## config.mk

```make
export PLATFORM = sky130hd
export DESIGN_NAME = ordered_list_engine
export DESIGN_NICKNAME = d
export VERILOG_FILES = /design/src/hdl/ole_pkg.sv /design/src/hdl/ole_datapath.sv /design/src/hdl/ole_ctrl.sv /design/src/hdl/ordered_list_engine.sv
export VERILOG_INCLUDE_DIRS = /design/src /design/src/hdl
export SDC_FILE = /design/constraint.sdc
export NUM_CORES = 1
export LEC_CHECK = 0
export ABC_AREA = 1
export ABC_CLOCK_PERIOD_IN_PS = 3550
export BUFFER_PORTS_ARGS = -buffer_cell sky130_fd_sc_hd__buf_4
export CAP_MARGIN = 15
export CORE_UTILIZATION = 50
export CTS_BUF_LIST = sky130_fd_sc_hd__clkbuf_8
export CTS_CLUSTER_DIAMETER = 50
export DETAILED_ROUTE_END_ITERATION = 8
export GPL_ROUTABILITY_DRIVEN = 0
export PLACE_DENSITY_LB_ADDON = 0.05
export RECOVER_POWER = 50
export SLEW_MARGIN = 20
export SYNTH_ARGS = -nofsm -noshare
export SYNTH_HDL_FRONTEND = slang
export SYNTH_SLANG_ARGS = --single-unit
```

## constraint.sdc

```tcl
create_clock -name clk -period 3.55 [get_ports clk]
set_input_delay 0.71 -clock clk [delete_from_list [all_inputs] [get_ports clk]]
set_output_delay 0.71 -clock clk [all_outputs]
set_load 0.01 [all_outputs]
```

## src/hdl/assert_macros.svh

```systemverilog
// Assertion macros used by the ordered list engine datapath.
`ifndef ASSERT_MACROS_SVH
`define ASSERT_MACROS_SVH

// A condition that must hold at every clock edge outside reset.
`define ASSERT_ALWAYS(label, expr, msg) \
    label: assert property (@(posedge clk) disable iff (!rst_n) (expr)) else $error(msg);

// An antecedent that implies a consequent in the same cycle.
`define ASSERT_IMPLIES(label, ante, cons, msg) \
    label: assert property (@(posedge clk) disable iff (!rst_n) (ante) |-> (cons)) \
        else $error(msg);

// An antecedent that implies a consequent in the following cycle.
`define ASSERT_NEXT(label, ante, cons, msg) \
    label: assert property (@(posedge clk) disable iff (!rst_n) (ante) |=> (cons)) \
        else $error(msg);

`endif

```

## src/hdl/ole_pkg.sv

```systemverilog
// Package with the types, codes and constants of the ordered list engine.
`timescale 1ns / 1ps

package ole_pkg;

    localparam int CAPACITY_DEFAULT = 16;

    localparam int OP_W     = 3;
    localparam int VALUE_W  = 32;
    localparam int POS_W    = 5;
    localparam int STATUS_W = 3;
    localparam int FIDX_W   = 4;
    localparam int LEN_W    = 5;

    localparam int S_TDATA_W = ((VALUE_W + POS_W + 7) / 8) * 8;
    localparam int M_TDATA_W = ((FIDX_W + VALUE_W + LEN_W + 7) / 8) * 8;

    typedef enum logic [OP_W-1:0] {
        OP_APPEND    = 3'd0,
        OP_INSERT    = 3'd1,
        OP_SEARCH    = 3'd2,
        OP_DEL_VALUE = 3'd3,
        OP_DEL_POS   = 3'd4,
        OP_READ      = 3'd5
    } op_t;

    typedef enum logic [STATUS_W-1:0] {
        ST_OK       = 3'd0,
        ST_EMPTY    = 3'd1,
        ST_RANGE    = 3'd2,
        ST_NOTFOUND = 3'd3,
        ST_FULL     = 3'd4
    } status_t;

    typedef enum logic [3:0] {
        S_IDLE,
        S_DECIDE,
        S_SRCH_RD,
        S_SRCH_CMP,
        S_PULL_RD,
        S_PULL_WR,
        S_PUSH_RD,
        S_PUSH_WR,
        S_READ_RD,
        S_READ_OUT,
        S_RESULT
    } state_t;

    typedef enum logic [2:0] {
        IDX_HOLD,
        IDX_ZERO,
        IDX_POS,
        IDX_COUNT,
        IDX_INC,
        IDX_DEC
    } idx_sel_t;

    typedef enum logic [1:0] {
        RA_IDX,
        RA_NEXT,
        RA_PREV
    } rd_addr_sel_t;

    typedef enum logic {
        WA_IDX,
        WA_COUNT
    } wr_addr_sel_t;

    typedef enum logic {
        WD_VALUE,
        WD_READ
    } wr_data_sel_t;

    typedef struct packed {
        logic         load_req;
        idx_sel_t     idx_sel;
        logic         rd_en;
        rd_addr_sel_t rd_addr_sel;
        logic         wr_en;
        wr_addr_sel_t wr_addr_sel;
        wr_data_sel_t wr_data_sel;
        logic         count_inc;
        logic         count_dec;
        logic         fidx_load;
        logic         rval_load;
        logic         stat_load;
        status_t      stat_code;
        logic         res_load;
    } cmd_t;

    typedef struct packed {
        op_t  op;
        logic count_zero;
        logic count_full;
        logic pos_gt_count;
        logic pos_ge_count;
        logic idx_last;
        logic idx_at_pos;
        logic match;
        logic out_free;
    } sts_t;

endpackage

```

## src/hdl/ole_datapath.sv

```systemverilog
// Datapath of the ordered list engine: list memory, request, index, count and result.
`timescale 1ns / 1ps
`include "assert_macros.svh"

module ole_datapath
    import ole_pkg::*;
#(
    parameter int CAPACITY = CAPACITY_DEFAULT
)
(
    input  logic                       clk,
    input  logic                       rst_n,
    input  op_t                        in_op,
    input  logic signed [VALUE_W-1:0]  in_value,
    input  logic        [POS_W-1:0]    in_position,
    input  cmd_t                       cmd,
    output sts_t                       sts,
    output logic                       out_valid,
    input  logic                       out_ready,
    output status_t                    out_status,
    output logic        [FIDX_W-1:0]   out_found_index,
    output logic signed [VALUE_W-1:0]  out_read_value,
    output logic        [LEN_W-1:0]    out_length
);

    localparam int AW   = $clog2(CAPACITY);
    localparam int CW   = $clog2(CAPACITY + 1);
    localparam int CMPW = (CW > POS_W) ? CW : POS_W;

    logic signed [VALUE_W-1:0] mem [CAPACITY];

    op_t                       op_reg;
    logic signed [VALUE_W-1:0] value_reg;
    logic        [POS_W-1:0]   pos_reg;
    logic        [AW-1:0]      idx_reg;
    logic        [AW-1:0]      idx_next;
    logic        [CW-1:0]      count_reg;
    logic        [CW-1:0]      count_next;
    logic signed [VALUE_W-1:0] rd_data_reg;
    logic        [AW-1:0]      fidx_reg;
    logic signed [VALUE_W-1:0] rval_reg;
    status_t                   stat_reg;
    logic                      out_valid_reg;
    logic                      out_valid_next;
    status_t                   out_status_reg;
    logic        [FIDX_W-1:0]  out_fidx_reg;
    logic signed [VALUE_W-1:0] out_rval_reg;
    logic        [LEN_W-1:0]   out_len_reg;

    logic        [AW-1:0]      rd_addr;
    logic        [AW-1:0]      wr_addr;
    logic signed [VALUE_W-1:0] wr_data;
    logic        [CMPW-1:0]    pos_ext;
    logic        [CMPW-1:0]    cnt_ext;

    assign pos_ext = CMPW'(pos_reg);
    assign cnt_ext = CMPW'(count_reg);

    always_comb
    begin
        case (cmd.idx_sel)
            IDX_ZERO:  idx_next = '0;
            IDX_POS:   idx_next = AW'(pos_ext);
            IDX_COUNT: idx_next = AW'(count_reg);
            IDX_INC:   idx_next = idx_reg + AW'(1);
            IDX_DEC:   idx_next = idx_reg - AW'(1);
            default:   idx_next = idx_reg;
        endcase
    end

    always_comb
    begin
        case (cmd.rd_addr_sel)
            RA_NEXT: rd_addr = idx_reg + AW'(1);
            RA_PREV: rd_addr = idx_reg - AW'(1);
            default: rd_addr = idx_reg;
        endcase
    end

    assign wr_addr = (cmd.wr_addr_sel == WA_COUNT) ? AW'(count_reg) : idx_reg;
    assign wr_data = (cmd.wr_data_sel == WD_READ) ? rd_data_reg : value_reg;

    always_comb
    begin
        count_next = count_reg;
        if (cmd.count_inc)
        begin
            count_next = count_reg + CW'(1);
        end
        else if (cmd.count_dec)
        begin
            count_next = count_reg - CW'(1);
        end
    end

    always_comb
    begin
        out_valid_next = out_valid_reg;
        if (cmd.res_load)
        begin
            out_valid_next = 1'b1;
        end
        else if (out_ready)
        begin
            out_valid_next = 1'b0;
        end
    end

    // List storage with one write port and one registered read port.
    always_ff @(posedge clk)
    begin
        if (cmd.wr_en)
        begin
            mem[wr_addr] <= wr_data;
        end
        if (cmd.rd_en)
        begin
            rd_data_reg <= mem[rd_addr];
        end
    end

    always_ff @(posedge clk)
    begin
        if (cmd.load_req)
        begin
            op_reg    <= in_op;
            value_reg <= in_value;
            pos_reg   <= in_position;
        end
        idx_reg <= idx_next;
        if (cmd.load_req)
        begin
            fidx_reg <= '0;
            rval_reg <= '0;
            stat_reg <= ST_OK;
        end
        else
        begin
            if (cmd.fidx_load)
            begin
                fidx_reg <= idx_reg;
            end
            if (cmd.rval_load)
            begin
                rval_reg <= rd_data_reg;
            end
            if (cmd.stat_load)
            begin
                stat_reg <= cmd.stat_code;
            end
        end
        if (cmd.res_load)
        begin
            out_status_reg <= stat_reg;
            out_fidx_reg   <= FIDX_W'(fidx_reg);
            out_rval_reg   <= rval_reg;
            out_len_reg    <= LEN_W'(count_reg);
        end
    end

    always_ff @(posedge clk or negedge rst_n)
    begin
        if (!rst_n)
        begin
            count_reg     <= '0;
            out_valid_reg <= 1'b0;
        end
        else
        begin
            count_reg     <= count_next;
            out_valid_reg <= out_valid_next;
        end
    end

    assign sts.op           = op_reg;
    assign sts.count_zero   = (count_reg == '0);
    assign sts.count_full   = (count_reg >= CW'(CAPACITY));
    assign sts.pos_gt_count = (pos_ext > cnt_ext);
    assign sts.pos_ge_count = (pos_ext >= cnt_ext);
    assign sts.idx_last     = ((CW'(idx_reg) + CW'(1)) >= count_reg);
    assign sts.idx_at_pos   = (CMPW'(idx_reg) == pos_ext);
    assign sts.match        = (rd_data_reg == value_reg);
    assign sts.out_free     = !out_valid_reg || out_ready;

    assign out_valid       = out_valid_reg;
    assign out_status      = out_status_reg;
    assign out_found_index = out_fidx_reg;
    assign out_read_value  = out_rval_reg;
    assign out_length      = out_len_reg;

    `ASSERT_ALWAYS(a_count_bound, count_reg <= CW'(CAPACITY), "entry count exceeds capacity")
    `ASSERT_IMPLIES(a_append_room, cmd.wr_en && (cmd.wr_addr_sel == WA_COUNT),
        count_reg < CW'(CAPACITY), "tail write into a full list")
    `ASSERT_IMPLIES(a_result_slot, cmd.res_load, sts.out_free, "result overwrites a pending beat")
    `ASSERT_NEXT(a_result_len, cmd.res_load,
        out_valid_reg && (out_len_reg == LEN_W'($past(count_reg))), "result length mismatch")

endmodule

```

## src/hdl/ole_ctrl.sv

```systemverilog
// Controller state machine of the ordered list engine.
`timescale 1ns / 1ps

module ole_ctrl
    import ole_pkg::*;
(
    input  logic clk,
    input  logic rst_n,
    input  logic in_valid,
    output logic in_ready,
    input  sts_t sts,
    output cmd_t cmd
);

    state_t state_reg;
    state_t state_next;

    always_ff @(posedge clk or negedge rst_n)
    begin
        if (!rst_n)
        begin
            state_reg <= S_IDLE;
        end
        else
        begin
            state_reg <= state_next;
        end
    end

    always_comb
    begin
        state_next = state_reg;
        case (state_reg)
            S_IDLE:
            begin
                if (in_valid)
                begin
                    state_next = S_DECIDE;
                end
            end
            S_DECIDE:
            begin
                case (sts.op)
                    OP_INSERT:
                    begin
                        if (sts.count_zero || sts.pos_gt_count || sts.count_full)
                        begin
                            state_next = S_RESULT;
                        end
                        else
                        begin
                            state_next = S_PUSH_RD;
                        end
                    end
                    OP_SEARCH, OP_DEL_VALUE:
                    begin
                        state_next = sts.count_zero ? S_RESULT : S_SRCH_RD;
                    end
                    OP_DEL_POS:
                    begin
                        state_next = (sts.count_zero || sts.pos_ge_count) ? S_RESULT : S_PULL_RD;
                    end
                    OP_READ:
                    begin
                        state_next = (sts.count_zero || sts.pos_ge_count) ? S_RESULT : S_READ_RD;
                    end
                    default:
                    begin
                        state_next = S_RESULT;
                    end
                endcase
            end
            S_SRCH_RD:
            begin
                state_next = S_SRCH_CMP;
            end
            S_SRCH_CMP:
            begin
                if (sts.match)
                begin
                    state_next = (sts.op == OP_DEL_VALUE) ? S_PULL_RD : S_RESULT;
                end
                else if (sts.idx_last)
                begin
                    state_next = S_RESULT;
                end
                else
                begin
                    state_next = S_SRCH_RD;
                end
            end
            S_PULL_RD:
            begin
                state_next = sts.idx_last ? S_RESULT : S_PULL_WR;
            end
            S_PULL_WR:
            begin
                state_next = S_PULL_RD;
            end
            S_PUSH_RD:
            begin
                state_next = sts.idx_at_pos ? S_RESULT : S_PUSH_WR;
            end
            S_PUSH_WR:
            begin
                state_next = S_PUSH_RD;
            end
            S_READ_RD:
            begin
                state_next = S_READ_OUT;
            end
            S_READ_OUT:
            begin
                state_next = S_RESULT;
            end
            S_RESULT:
            begin
                if (sts.out_free)
                begin
                    state_next = S_IDLE;
                end
            end
            default:
            begin
                state_next = S_IDLE;
            end
        endcase
    end

    always_comb
    begin
        cmd             = '0;
        cmd.idx_sel     = IDX_HOLD;
        cmd.rd_addr_sel = RA_IDX;
        cmd.wr_addr_sel = WA_IDX;
        cmd.wr_data_sel = WD_VALUE;
        cmd.stat_code   = ST_OK;
        in_ready        = 1'b0;
        case (state_reg)
            S_IDLE:
            begin
                in_ready     = 1'b1;
                cmd.load_req = in_valid;
            end
            S_DECIDE:
            begin
                case (sts.op)
                    OP_APPEND:
                    begin
                        if (sts.count_full)
                        begin
                            cmd.stat_load = 1'b1;
                            cmd.stat_code = ST_FULL;
                        end
                        else
                        begin
                            cmd.wr_en       = 1'b1;
                            cmd.wr_addr_sel = WA_COUNT;
                            cmd.count_inc   = 1'b1;
                        end
                    end
                    OP_INSERT:
                    begin
                        if (sts.count_zero)
                        begin
                            cmd.stat_load = 1'b1;
                            cmd.stat_code = ST_EMPTY;
                        end
                        else if (sts.pos_gt_count)
                        begin
                            cmd.stat_load = 1'b1;
                            cmd.stat_code = ST_RANGE;
                        end
                        else if (sts.count_full)
                        begin
                            cmd.stat_load = 1'b1;
                            cmd.stat_code = ST_FULL;
                        end
                        else
                        begin
                            cmd.idx_sel = IDX_COUNT;
                        end
                    end
                    OP_SEARCH, OP_DEL_VALUE:
                    begin
                        if (sts.count_zero)
                        begin
                            cmd.stat_load = 1'b1;
                            cmd.stat_code = ST_EMPTY;
                        end
                        else
                        begin
                            cmd.idx_sel = IDX_ZERO;
                        end
                    end
                    OP_DEL_POS, OP_READ:
                    begin
                        if (sts.count_zero)
                        begin
                            cmd.stat_load = 1'b1;
                            cmd.stat_code = ST_EMPTY;
                        end
                        else if (sts.pos_ge_count)
                        begin
                            cmd.stat_load = 1'b1;
                            cmd.stat_code = ST_RANGE;
                        end
                        else
                        begin
                            cmd.idx_sel = IDX_POS;
                        end
                    end
                    default:
                    begin
                        cmd.stat_load = 1'b0;
                    end
                endcase
            end
            S_SRCH_RD:
            begin
                cmd.rd_en = 1'b1;
            end
            S_SRCH_CMP:
            begin
                if (sts.match)
                begin
                    cmd.fidx_load = 1'b1;
                end
                else if (sts.idx_last)
                begin
                    cmd.stat_load = 1'b1;
                    cmd.stat_code = ST_NOTFOUND;
                end
                else
                begin
                    cmd.idx_sel = IDX_INC;
                end
            end
            S_PULL_RD:
            begin
                if (sts.idx_last)
                begin
                    cmd.count_dec = 1'b1;
                end
                else
                begin
                    cmd.rd_en       = 1'b1;
                    cmd.rd_addr_sel = RA_NEXT;
                end
            end
            S_PULL_WR:
            begin
                cmd.wr_en       = 1'b1;
                cmd.wr_data_sel = WD_READ;
                cmd.idx_sel     = IDX_INC;
            end
            S_PUSH_RD:
            begin
                if (sts.idx_at_pos)
                begin
                    cmd.wr_en     = 1'b1;
                    cmd.count_inc = 1'b1;
                end
                else
                begin
                    cmd.rd_en       = 1'b1;
                    cmd.rd_addr_sel = RA_PREV;
                end
            end
            S_PUSH_WR:
            begin
                cmd.wr_en       = 1'b1;
                cmd.wr_data_sel = WD_READ;
                cmd.idx_sel     = IDX_DEC;
            end
            S_READ_RD:
            begin
                cmd.rd_en = 1'b1;
            end
            S_READ_OUT:
            begin
                cmd.rval_load = 1'b1;
            end
            S_RESULT:
            begin
                cmd.res_load = sts.out_free;
            end
            default:
            begin
                in_ready = 1'b0;
            end
        endcase
    end

endmodule

```

## src/hdl/ordered_list_engine.sv

```systemverilog
// Top level of the ordered list engine: stream ports, controller and datapath.
// Each request is taken while idle and then decided on: an append writes at the tail, a search
// or delete by value reads and compares entry by entry, an insert or delete shifts entries with
// a read and a write each, a read fetches its entry, and the result then goes to the output register.
// Only one request is in flight; the next is taken once its result has been handed over.
// Reset (rst_n, asynchronous, active low) empties the list and clears the pending result at once.
`timescale 1ns / 1ps

module ordered_list_engine
    import ole_pkg::*;
#(
    parameter int CAPACITY = CAPACITY_DEFAULT
)
(
    input  logic                  clk,
    input  logic                  rst_n,
    // Request channel.
    input  logic                  s_tvalid,
    output logic                  s_tready,
    input  logic [S_TDATA_W-1:0]  s_tdata,   // value[31:0], position[36:32], zero padding
    input  logic [OP_W-1:0]       s_tuser,   // op[2:0]
    // Result channel.
    output logic                  m_tvalid,
    input  logic                  m_tready,
    output logic [M_TDATA_W-1:0]  m_tdata,   // found_index[3:0], read_value[35:4],
                                             // length[40:36], zero padding
    output logic [STATUS_W-1:0]   m_tuser    // status[2:0]
);

    // The controller sequences each request through the datapath. It only ever holds one
    // request, so the request channel is ready solely while the controller is idle. The result
    // sits in an output register inside the datapath, so the controller returns to idle as soon
    // as it has handed the result over, and the next request may arrive while that beat waits.

    cmd_t                      cmd;
    sts_t                      sts;
    status_t                   out_status;
    logic        [FIDX_W-1:0]  out_found_index;
    logic signed [VALUE_W-1:0] out_read_value;
    logic        [LEN_W-1:0]   out_length;
    logic signed [VALUE_W-1:0] in_value;
    logic        [POS_W-1:0]   in_position;
    op_t                       in_op;

    // Unpack the request beat. Operation codes outside the defined set pass through and are
    // answered with an ok status and no change to the list.
    assign in_value    = s_tdata[VALUE_W-1:0];
    assign in_position = s_tdata[VALUE_W +: POS_W];
    assign in_op       = op_t'(s_tuser);

    ole_ctrl u_ctrl
    (
        .clk      (clk),
        .rst_n    (rst_n),
        .in_valid (s_tvalid),
        .in_ready (s_tready),
        .sts      (sts),
        .cmd      (cmd)
    );

    // The datapath holds the list memory (no reset: entries at or beyond the count are never
    // read), the entry count, the request registers and the result register.
    ole_datapath #(
        .CAPACITY (CAPACITY)
    ) u_datapath
    (
        .clk             (clk),
        .rst_n           (rst_n),
        .in_op           (in_op),
        .in_value        (in_value),
        .in_position     (in_position),
        .cmd             (cmd),
        .sts             (sts),
        .out_valid       (m_tvalid),
        .out_ready       (m_tready),
        .out_status      (out_status),
        .out_found_index (out_found_index),
        .out_read_value  (out_read_value),
        .out_length      (out_length)
    );

    // Pack the result beat, lowest field first, padded with zeros to whole bytes.
    assign m_tdata = M_TDATA_W'({out_length, out_read_value, out_found_index});
    assign m_tuser = out_status;

endmodule
```

* Word level (Yosys, flattened, before mapping)
Memories as Yosys holds them, arrays and structs flattened. A register that Yosys moved wholly into a read port is not among the register bits.
Index checks and enable logic that the tools add are counted.
** Storage, ports and cells
- Register bits :: 137
- Latch bits :: 0
- RAM bits :: 512
- ROM bits :: 0
- Input port bits :: 47
- Output and inout bits :: 53
- Logic and storage cells :: 131
- Memories kept :: 1
** Cells by class
- $add $sub $neg :: 5
- Multipliers :: 0
- Divide/modulo/power cells :: 0
- $lt $le $gt $ge :: 4
- Equal/unequal tests :: 26
- Shifts and indexed selects :: 0
- Mux-type cells :: 65
- Bitwise operators :: 0
- Reduce and logical (&&, ||, !) cells :: 16
** Memories
- u_datapath.mem :: depth 16, bits a word 32, read ports 1, clocked after memory_dff 1, wr ports 1, RTL line ole_datapath.sv:30 : logic signed [VALUE_W-1:0] mem [CAPACITY];
** Operators by type and width (number)
- 4-bit 2-to-1 mux :: 19
- 4-bit case mux with 11 select lines :: 1
- 32-bit == test :: 1
- 32-bit 2-to-1 mux :: 1
- 3-bit case mux with 4 select lines :: 2
- 4-bit case mux with 5 select lines :: 1
- 1-bit 2-to-1 mux :: 18
- 4-bit by 3-bit == test with 1-bit output, second input constant :: 4
- 4-bit case mux with 2 select lines :: 2
- 4-bit case mux with 4 select lines :: 1
- 3-bit 2-to-1 mux :: 5
- 2-bit 2-to-1 mux :: 7
- 3-bit by 2-bit == test with 1-bit output, second input constant :: 4
- 3-bit == test, second input constant :: 4
- 4-bit == test, second input constant :: 3
- 5-bit >= comparator :: 2
- 5-bit 2-to-1 mux :: 2
- 3-bit case mux with 3 select lines :: 1
- 4-bit by 2-bit == test with 1-bit output, second input constant :: 2
- 2-bit OR reduction :: 4
- 3-bit by 1-bit == test with 1-bit output, second input constant :: 2
- 1-bit case mux with 3 select lines :: 2
- 4-bit by 1-bit adder with 5-bit output, second input constant :: 1
- 5-bit by 1-bit adder with 5-bit output, second input constant :: 1
- other kinds (22) :: 26

* Depth between registers and ports, before layout
Gate-level depths: netlist (run 1).
- Depth in word-level cells :: 8
- Mapped depth :: 21
- Mapped depth without buffers :: 18

* By module
Synthesis (run 1) repeated with hierarchy kept, for this count alone.
** Second synthesis, totals
- Cells, all modules :: 2694
- Area, all modules :: 29638.4 um^2
** Modules (own cells, without submodules)
- ole_datapath :: times used 1, cells each 2560, area each 28902.7 um^2, sequential area each 19909.1 um^2
- ole_ctrl :: times used 1, cells each 126, area each 679.4 um^2, sequential area each 100.1 um^2
- ordered_list_engine :: times used 1, cells each 8, area each 56.3 um^2, sequential area each 0.0 um^2

* Worst setup path before layout (run 1)
No wires, ideal clock.
- Kind :: register to register
- Start point :: reg u_datapath.idx_reg[0]
- End point :: reg u_datapath.rd_data_reg[17] (read register of u_datapath.mem) (data pin)
- Library setup time :: 0.257 ns
- Arrival time :: 3.071 ns
- Data required time :: 3.293 ns
- Path slack :: 0.223 ns
- Cell stages (with the launch flop) :: 19
- Path buffers :: 2
- Period minus slack after synthesis :: 3.327 ns
- Path through :: edfxtp_1 -> ha_1 -> xor2_2 -> ha_1 -> a21o_1 -> nand3_1 -> nand4_1 -> nor2_1 -> ha_1 -> inv_2 -> nor2_1 -> a21oi_2 -> buf_4 -> buf_4 -> nand2_1 -> o211ai_1 -> o21ai_0 -> o211ai_1 -> nand2_1
** On the way
- Cells in the longest elaborated chain, start to end :: 6
- Elaborated cells on any way between the ends :: 12
- Classes of those cells :: add/sub: 3; order compare: 1; eq/ne: 3; mux: 5
** RTL lines
- from (decl) :: RTL line ole_datapath.sv:35 : logic [AW-1:0] idx_reg;
- from (signal assigned) :: RTL line ole_datapath.sv:130 : idx_reg <= idx_next;
- 4-bit by 1-bit adder with 5-bit output :: RTL line ole_datapath.sv:180 : assign sts.idx_last = ((CW'(idx_reg) + CW'(1)) >= count_reg);
- 5-bit >= comparator :: RTL line ole_datapath.sv:180
- 3-bit 2-to-1 mux :: RTL line ole_ctrl.sv:241 : if (sts.idx_last)
- 2-bit case mux with 2 select lines :: RTL line ole_ctrl.sv:139 : case (state_reg)
- 2-bit == test or 2-bit by 1-bit == test with 1-bit output (tied branches) :: RTL line ole_datapath.sv:73 : case (cmd.rd_addr_sel)
- 4-bit case mux with 2 select lines :: RTL line ole_datapath.sv:73
- to (decl) :: RTL line ole_datapath.sv:39 : logic signed [VALUE_W-1:0] rd_data_reg;
Parallel ways exist; a longest one is shown, timed or not.
A chain may end at the register's enable or synchronous reset.

* Worst setup path in the final report (run 1)
- Start point :: reg u_datapath.idx_reg[1]
- End point :: reg u_datapath.rd_data_reg[21] (read register of u_datapath.mem) (data pin)
The elaborated chain is that of the path after synthesis.

==> results.md, run 1 <==
- Status: complete, but fails checks
- Violated checks: negative setup slack
- Root Driver: clkbuf_8
- TritonCTS Sinks: about 680
- Clk_skew: ~0.034 ns
- Period utilization: 101%
- Number of global-route vias before repair: about 17k
- #FFs+latches synth: roughly 700
- DRT antenna net count: 0
- All-Layer GR Usage: between 20% and 30%
- Critical R2R Launch: u_datapath.idx_reg[1]
- RSZ-0062 raised after global routing: yes
- Post-DP HPWL: 40.7 mm
- Commonest non-fill, non-tap cell in the layout: edfxtp_1
- Worst Path Buf+Inv: 4
- Crit path cell chain: ha_2 > xor2_4 > ha_4 > a21o_1 > nand3_1 > nand4_1 > nor2_2 > ha_1 > inv_2 > nor2_2 > a21oi_4 > buf_12 > buf_12 > buf_12 > nand2_1 > o211ai_1 > o21ai_0 > o211ai_1 > nand2_1
- Worst-path maximum fanout: 29
- Initial Utilization: approximately half
- Yosys warns: 0
- GR Overflow Total: 0
- Die area: 57700 µm²
- Final-report hold violation count: 0
- Drt wl/cell: about 21 µm
- Detailed Routing Iterations Pass 1: 5
- Via Count: around 18k
- Asr flop ratio synth: 1.47%
- Relative slew slack: 11.0%
- Port Buf Inserts: 89
- Critical path's slowest cell: edfxtp_1
- Core area: ~56000 µm²
- DRC viols: 0
- DRT iter0 DRCs: between 1k and 1.5k
- Reg with most FFs: u_datapath.mem
- Share of cells above drive strength 1: 13.4%
- Worst IR drop on VDD: 0.319 mV
- Least-Margin Pin Slew: roughly 1.3 ns
- CTS clk-pin slew, worst paths: around 0.060 ns
- WP data required: between 4 and 5 ns
- Slowest stage delay, CP: a little over 0.4 ns
- Final Net Count: roughly 2.6k
- Minimum period implied by the final worst setup slack: 3.58 ns
- Critical path's most frequent cell: buf_12
- Crit. End Element: flip-flop
- Critical Path AT: slightly above 4 ns
- Clock latency at the later pin of the worst-skew pair: around 0.72 ns
- Top delay family on crit path: adder cells
- Final Setup Violations: 1
- Global-route wire length before repair: between 100 and 150 mm
- CTS Buf Count: about 110
- F_max: roughly 0.28 GHz
- Routed vias/inst: 5.33
- Max Cap Viol: 0
- CTS H-Tree Depth: 3
- Crit path launch type: flip-flop
- Die Height: approximately 240 µm
- Total power: between 20 and 25 mW
- Most common flop cell mapped by yosys: edfxtp_1
- Avg Cell Area, Syn: about 12 µm²
- Initial antenna violation count: 3
- Total wire length: about 70 mm
- Area delta synth->final: 17.8%
- Crit Path Class: flip-flop to flip-flop
- Post-synthesis sequential area ratio: a little over two thirds
- Cell area after synthesis: around 28000 µm²
- CTS tree: built
- Post-Synthesis Cells: about 2.3k
- Pwr per Cell Area: between 700 and 800 nW/µm²
- Placed Area: approximately 30000 µm²
- Final WS setup: -0.0281 ns
- Max FFs per register: ~510
- Static Leak: between 10 and 15 nW
- CP startpoint: u_datapath.idx_reg[1]
- Post-synth EDFFs: 632
- # rows: 86
- Slew Limit Fails: 0
- Commonest cells after routing, fill and taps aside: 632 x edfxtp_1, 432 x nand2_1, 340 x inv_1
- Largest net degree at the start of global routing: a little over 50
- HP Start: s_tdata[16]
- Boundary Pins: 100
- Library cells used by synthesis: 44
- Final instance area: 33400 µm²
- Hold Path Class: primary input to flip-flop
- Clk buf depth: 3
- DIE WIDTH: roughly 240 µm
## repair_timing
item / in CTS / in global routing
pin swaps: 8 / 11
gates resized for setup: 11 / 49
hold buffers: 1 / 0
buffers inserted: 2 / 5
endpoints found under the setup margin: 32 / 32
endpoints found under the hold margin: 10 / 0
cloned: 0 / 13
## final timing paths
kind / endpoint / slack [ns] / depth (start not counted)
min in group asynchronous: u_ctrl.state_reg[0] / 0.57 / 2
worst max-delay path: u_datapath.rd_data_reg[21] / -0.03 / 19
worst min register to register: u_datapath.out_read_value[29] / 0.43 / 0
max in group asynchronous: u_datapath.cnt_ext[0] / 2.52 / 2
worst min-delay path: u_datapath.value_reg[16] / 0.19 / 1
worst max register to register: u_datapath.rd_data_reg[21] / -0.03 / 19
## per-stage QoR
| step | cells | TNS (ns) | hold WS [ns] | setup slack (ns) | utilization, % |
|---|---|---|---|---|---|
| 4_1_cts | 3394 | -0.0421 | 0.111 | -0.0249 | 59.6 |
| 5_1_grt | 3413 | -4.15 | 0.144 | -0.203 | 60.1 |
| 2_1_floorplan | 2352 | 0 | 0.399 | 0.223 | - |
| 6_report | 3413 | -0.0281 | 0.192 | -0.0281 | 60.1 |
| 3_3_place_gp | 3189 | -1.17 | 0.410 | -0.121 | 55.6 |
| 3_5_place_dp | 3189 | -3.64 | 0.410 | -0.197 | 55.6 |
## layer usage
| metal | GRT usage (%) | routed length [µm] | vias up |
|---|---|---|---|
| li1 | - | - | 8747 |
| met1 | 34.4 | 31700 | 8755 |
| met2 | 38.5 | 33000 | 577 |
| met3 | 4.08 | 4710 | 129 |
| met4 | 6.66 | 1430 | 0 |
| met5 | 0 | 0 | - |
## layout make-up
cell class / instances / area [µm²]
Clock inverter: 81 / 434
Tap cell: 748 / 936
Inverter: 318 / 1200
Timing Repair Buffer: 233 / 2320
Multi-Input combinational cell: 1230 / 6820
Fill cell: 4601 / 22100
Antenna cell: 1 / 2.50
Clock buffer: 121 / 1670
Sequential cell: 681 / 20000
## kinds of logic after synthesis
kind of cell	count (synthesis)	synth area share (%)
DFF	681	70.6
and+or+nand+nor	648	9.28
AOI/OAI and AO/OA	498	10.8
buffers and inverters	441	6.49
muxes	32	1.13
xor gates and xnor gates	24	0.768
adders and majority gates	21	0.953
other	1	0.0132
## power breakdown
| group | leakage (nW) | switching (mW) | internal, mW |
|---|---|---|---|
| clock network | 1.18 | 3.08 | 3.34 |
| registers | 6.17 | 0.591 | 9.96 |
| logic | 5.25 | 4.33 | 2.62 |
## synthesized netlist by cell type (2+ instances only)
cell / n / area share (%)
nand2_1: 434 / 5.7
a21oi_1: 63 / 1.1
nor2_1: 93 / 1.2
buf_4: 16 / 0.42
o21ai_0: 160 / 2.8
nor3_1: 7 / 0.12
buf_2: 69 / 1.2
o21ai_1: 36 / 0.64
a31oi_1: 33 / 0.73
a21oi_2: 2 / 0.062
inv_1: 306 / 4.1
xor2_1: 8 / 0.25
dfrtp_1: 10 / 0.88
o211ai_1: 195 / 5.2
dfxtp_1: 39 / 2.8
mux2i_1: 32 / 1.1
o21ai_2: 3 / 0.093
nand3_1: 98 / 1.7
edfxtp_1: 632 / 67
buf_6: 5 / 0.20
ha_1: 20 / 0.88
nand4_1: 8 / 0.18
xnor2_1: 15 / 0.46
clkbuf_1: 32 / 0.42
inv_2: 11 / 0.15
Note: power is estimated with default switching activity, not from simulation.
==> run 2: changes to the inputs <==
--- a/config.mk
+++ b/config.mk
@@ -15,7 +15,7 @@
 export CTS_CLUSTER_DIAMETER = 50
 export DETAILED_ROUTE_END_ITERATION = 8
 export GPL_ROUTABILITY_DRIVEN = 0
-export PLACE_DENSITY_LB_ADDON = 0.05
+export PLACE_DENSITY_LB_ADDON = 0.15
 export RECOVER_POWER = 50
 export SLEW_MARGIN = 20
 export SYNTH_ARGS = -nofsm -noshare
==> results.md, run 2 (synthesized netlist as in run 1, its figures left out) <==
- Status: complete, but fails checks (unchanged)
- Violated checks: max-capacitance violations, max-slew violations, negative setup slack (was negative setup slack)
- Slowest stage delay, CP: 0.45 ns (was 0.41 ns)
- All-Layer GR Usage: 23.7% (was 24.2%)
- Global-route wire length before repair: 101 mm (was 102 mm)
- Detailed Routing Iterations Pass 1: 7 (was 5)
- DRT antenna net count: 0 (unchanged)
- Final Setup Violations: 13 (was 1)
- Final Net Count: 2649 (was 2645)
- Clk_skew: 0.0216 ns (was 0.0342 ns)
- CTS clk-pin slew, worst paths: 0.06 ns (about the same)
- Comb pwr share: 29.8% (was 29.1%)
- Commonest non-fill, non-tap cell in the layout: edfxtp_1 (unchanged)
- Reg2reg end: u_datapath.rd_data_reg[18] (was u_datapath.rd_data_reg[21])
- TritonCTS Sinks: 681 (unchanged)
- Share of cells above drive strength 1: 14.6% (was 13.4%)
- Footprint of the multi-input gates: 6880 µm² (was 6820 µm²)
- Final-report hold violation count: 0 (unchanged)
- Critical path's slowest cell: edfxtp_1 (unchanged)
- DRT iter0 DRCs: 1572 (was 1482)
- WP data required: 4.00 ns (was 4.01 ns)
- F_max: 0.274 GHz (was 0.279 GHz)
- Sw Ratio: 32.8% (was 33.4%)
- DIE WIDTH: 240 µm (unchanged)
- Period utilization: 103% (was 101%)
- Post-Place Cells: 3179 (was 3189)
- Boundary Pins: 100 (unchanged)
- Die area: 57700 µm² (unchanged)
- CTS Buf Count: 110 (was 113)
- Commonest cells after routing, fill and taps aside: 632 x edfxtp_1, 427 x nand2_1, 339 x inv_1 (was 632 x edfxtp_1, 432 x nand2_1, 340 x inv_1)
- Largest net degree at the start of global routing: 51 (unchanged)
- Static Leak: 12.8 nW (was 12.6 nW)
- Initial Utilization: 51.1% (unchanged)
- DRC viols: 0 (unchanged)
- Net Sw Power: 8.05 mW (was 8.00 mW)
- Routed vias/inst: 5.44 (was 5.33)
- Via Count: 18.6k (was 18.2k)
- CTS H-Tree Depth: 3 (unchanged)
- Slew Limit Fails: 21 (was 0)
- Critical Path AT: 4.09 ns (was 4.04 ns)
- R2R setup slack: -0.1 ns (was -0.03 ns)
- Final WS setup: -0.0987 ns (was -0.0281 ns)
- Drt wl/cell: 20.5 µm (was 20.8 µm)
- Minimum period implied by the final worst setup slack: 3.65 ns (was 3.58 ns)
- Area delta synth->final: 19.0% (was 17.8%)
- Crit path launch type: flip-flop (unchanged)
- Core area: 55500 µm² (unchanged)
- HP Start: s_tdata[24] (was s_tdata[16])
- Area occupied by registers: 20000 µm² (unchanged)
- Seq pwr share: 42.9% (was 44.1%)
- Least-Margin Pin Slew: 1.51 ns (was 1.34 ns)
- Clk pwr share: 27.3% (was 26.8%)
- Max FFs per register: 512 (unchanged)
- Internal power: 16.5 mW (was 15.9 mW)
- Die Height: 240 µm (unchanged)
- Max Cap Viol: 1 (was 0)
- Crit Path Class: flip-flop to flip-flop (unchanged)
- Worst Path Buf+Inv: 5 (was 4)
- Reg with most FFs: u_datapath.mem (unchanged)
- Pwr per Cell Area: 727 nW/µm² (was 717 nW/µm²)
- GR Overflow Total: 0 (unchanged)
- Clk buf depth: 3 (unchanged)
- Number of global-route vias before repair: 17.2k (was 16.9k)
- Fillers: 4347 (was 4601)
- Total wire length: 69.9 mm (was 70.9 mm)
- Clock latency at the later pin of the worst-skew pair: 0.71 ns (was 0.72 ns)
- Total power: 24.5 mW (was 23.9 mW)
- Crit path cell chain: ha_4 > xor2_4 > ha_4 > a21o_1 > nand3_1 > nand4_1 > nor2_2 > ha_1 > inv_2 > buf_6 > a21oi_4 > buf_12 > clkbuf_16 > clkbuf_16 > o211ai_1 > o21ai_1 > o211ai_1 > nand2_1 (was ha_2 > xor2_4 > ha_4 > a21o_1 > nand3_1 > nand4_1 > nor2_2 > ha_1 > inv_2 > nor2_2 > a21oi_4 > buf_12 > buf_12 > buf_12 > nand2_1 > o211ai_1 > o21ai_0 > o211ai_1 > nand2_1)
- Hold Path Sink: u_datapath.value_reg[24] (was u_datapath.value_reg[16])
- Top delay family on crit path: compound AO/OA/AOI/OAI gates (was adder cells)
- Root Driver: clkbuf_8 (unchanged)
- Hold Path Class: primary input to flip-flop (unchanged)
- Post-DP HPWL: 38.5 mm (was 40.7 mm)
- CTS tree: built (unchanged)
- Port Buf Inserts: 89 (unchanged)
- RSZ-0062 raised after global routing: yes (unchanged)
- Critical R2R Launch: u_datapath.idx_reg[0] (was u_datapath.idx_reg[1])
- Initial antenna violation count: 1 (was 3)
- Worst Hold Depth: 1 (unchanged)
- Worst IR drop on VDD: 0.386 mV (was 0.319 mV)
- Register-to-Register Path Depth: 18 (was 19)
- Crit. End Element: flip-flop (unchanged)
- Relative slew slack: -0.904% (was 11.0%)
- Setup TNS: -0.621 ns (was -0.0281 ns)
- # rows: 86 (unchanged)
- Non-filler cells, final: 3419 (was 3413)
- Worst-path maximum fanout: 13 (was 29)
run 2: changes by cell type in the layout (fill, tap and decap cells not counted), sizes merged:
cell	previous run	this run
clkinv	37	33
buf	109	117
inv	353	355
clkbuf	244	246
clkinvlp	6	1
bufinv	3	6
run 2: worst max path at each step:
stage / cells after the start / endpoint / from
final: 18 / u_datapath.rd_data_reg[18] / u_datapath.idx_reg[0]
after global routing: 19 / u_datapath.rd_data_reg[23] / u_datapath.idx_reg[0]
after CTS: 19 / u_datapath.rd_data_reg[18] / u_datapath.idx_reg[1]
after detailed placement: 18 / u_datapath.rd_data_reg[18] / u_datapath.idx_reg[1]
after global placement: 20 / u_datapath.rd_data_reg[18] / u_datapath.idx_reg[0]
after floorplan: 18 / u_datapath.rd_data_reg[17] / u_datapath.idx_reg[0]
run 2: stage by stage:
stage | worst slack [ns] | hold slack [ns] | utilization, % | instance area [µm²]
after floorplan | 0.223 | 0.399 | - | 28400
after global placement | -0.0133 | 0.410 | 55.5 | 30800
after detailed placement | -0.175 | 0.410 | 55.5 | 30800
after CTS | -0.0771 | 0.115 | 59.9 | 33300
after global routing | -0.272 | 0.166 | 60.8 | 33700
final | -0.0987 | 0.202 | 60.8 | 33700
run 2: per-layer routing:
metal  vias up  wire length (µm)  global-route usage, %
met5         -                 0                      0
met3       105              5160                   3.86
met2       659             32700                   38.1
met1      9064             30500                   32.8
li1       8758                 -                      -
met4         0              1520                   8.40
run 2: repair_timing:
action / in CTS / in global routing
pin swaps: 3 / 28
endpoints found under the setup margin: 32 / 40
endpoints found under the hold margin: 10 / 0
gates resized for setup: 11 / 112
cloned: 3 / 14
hold buffers: 1 / 0
setup buffers: 9 / 11
run 2: final cells by class:
type | instances | area share (%)
Sequential cell | 681 | 59.3
Multi-Input combinational cell | 1230 | 20.4
Timing Repair Buffer | 240 | 7.42
Clock buffer | 124 | 5.06
Inverter | 318 | 3.57
Tap cell | 748 | 2.77
Clock inverter | 77 | 1.47
Antenna cell | 1 | 0.00742
run 2: power by group through the flow:
stage / Clock (mW) / Combinational (mW) / Sequential, mW
global placement: 0 / 6.18 / 10.6
global route: 7.17 / 7.98 / 10.6
floorplan: 0 / 4.05 / 10.5
CTS: 6.83 / 6.71 / 10.5
finish: 6.69 / 7.31 / 10.5
detailed placement: 0 / 6.32 / 10.7
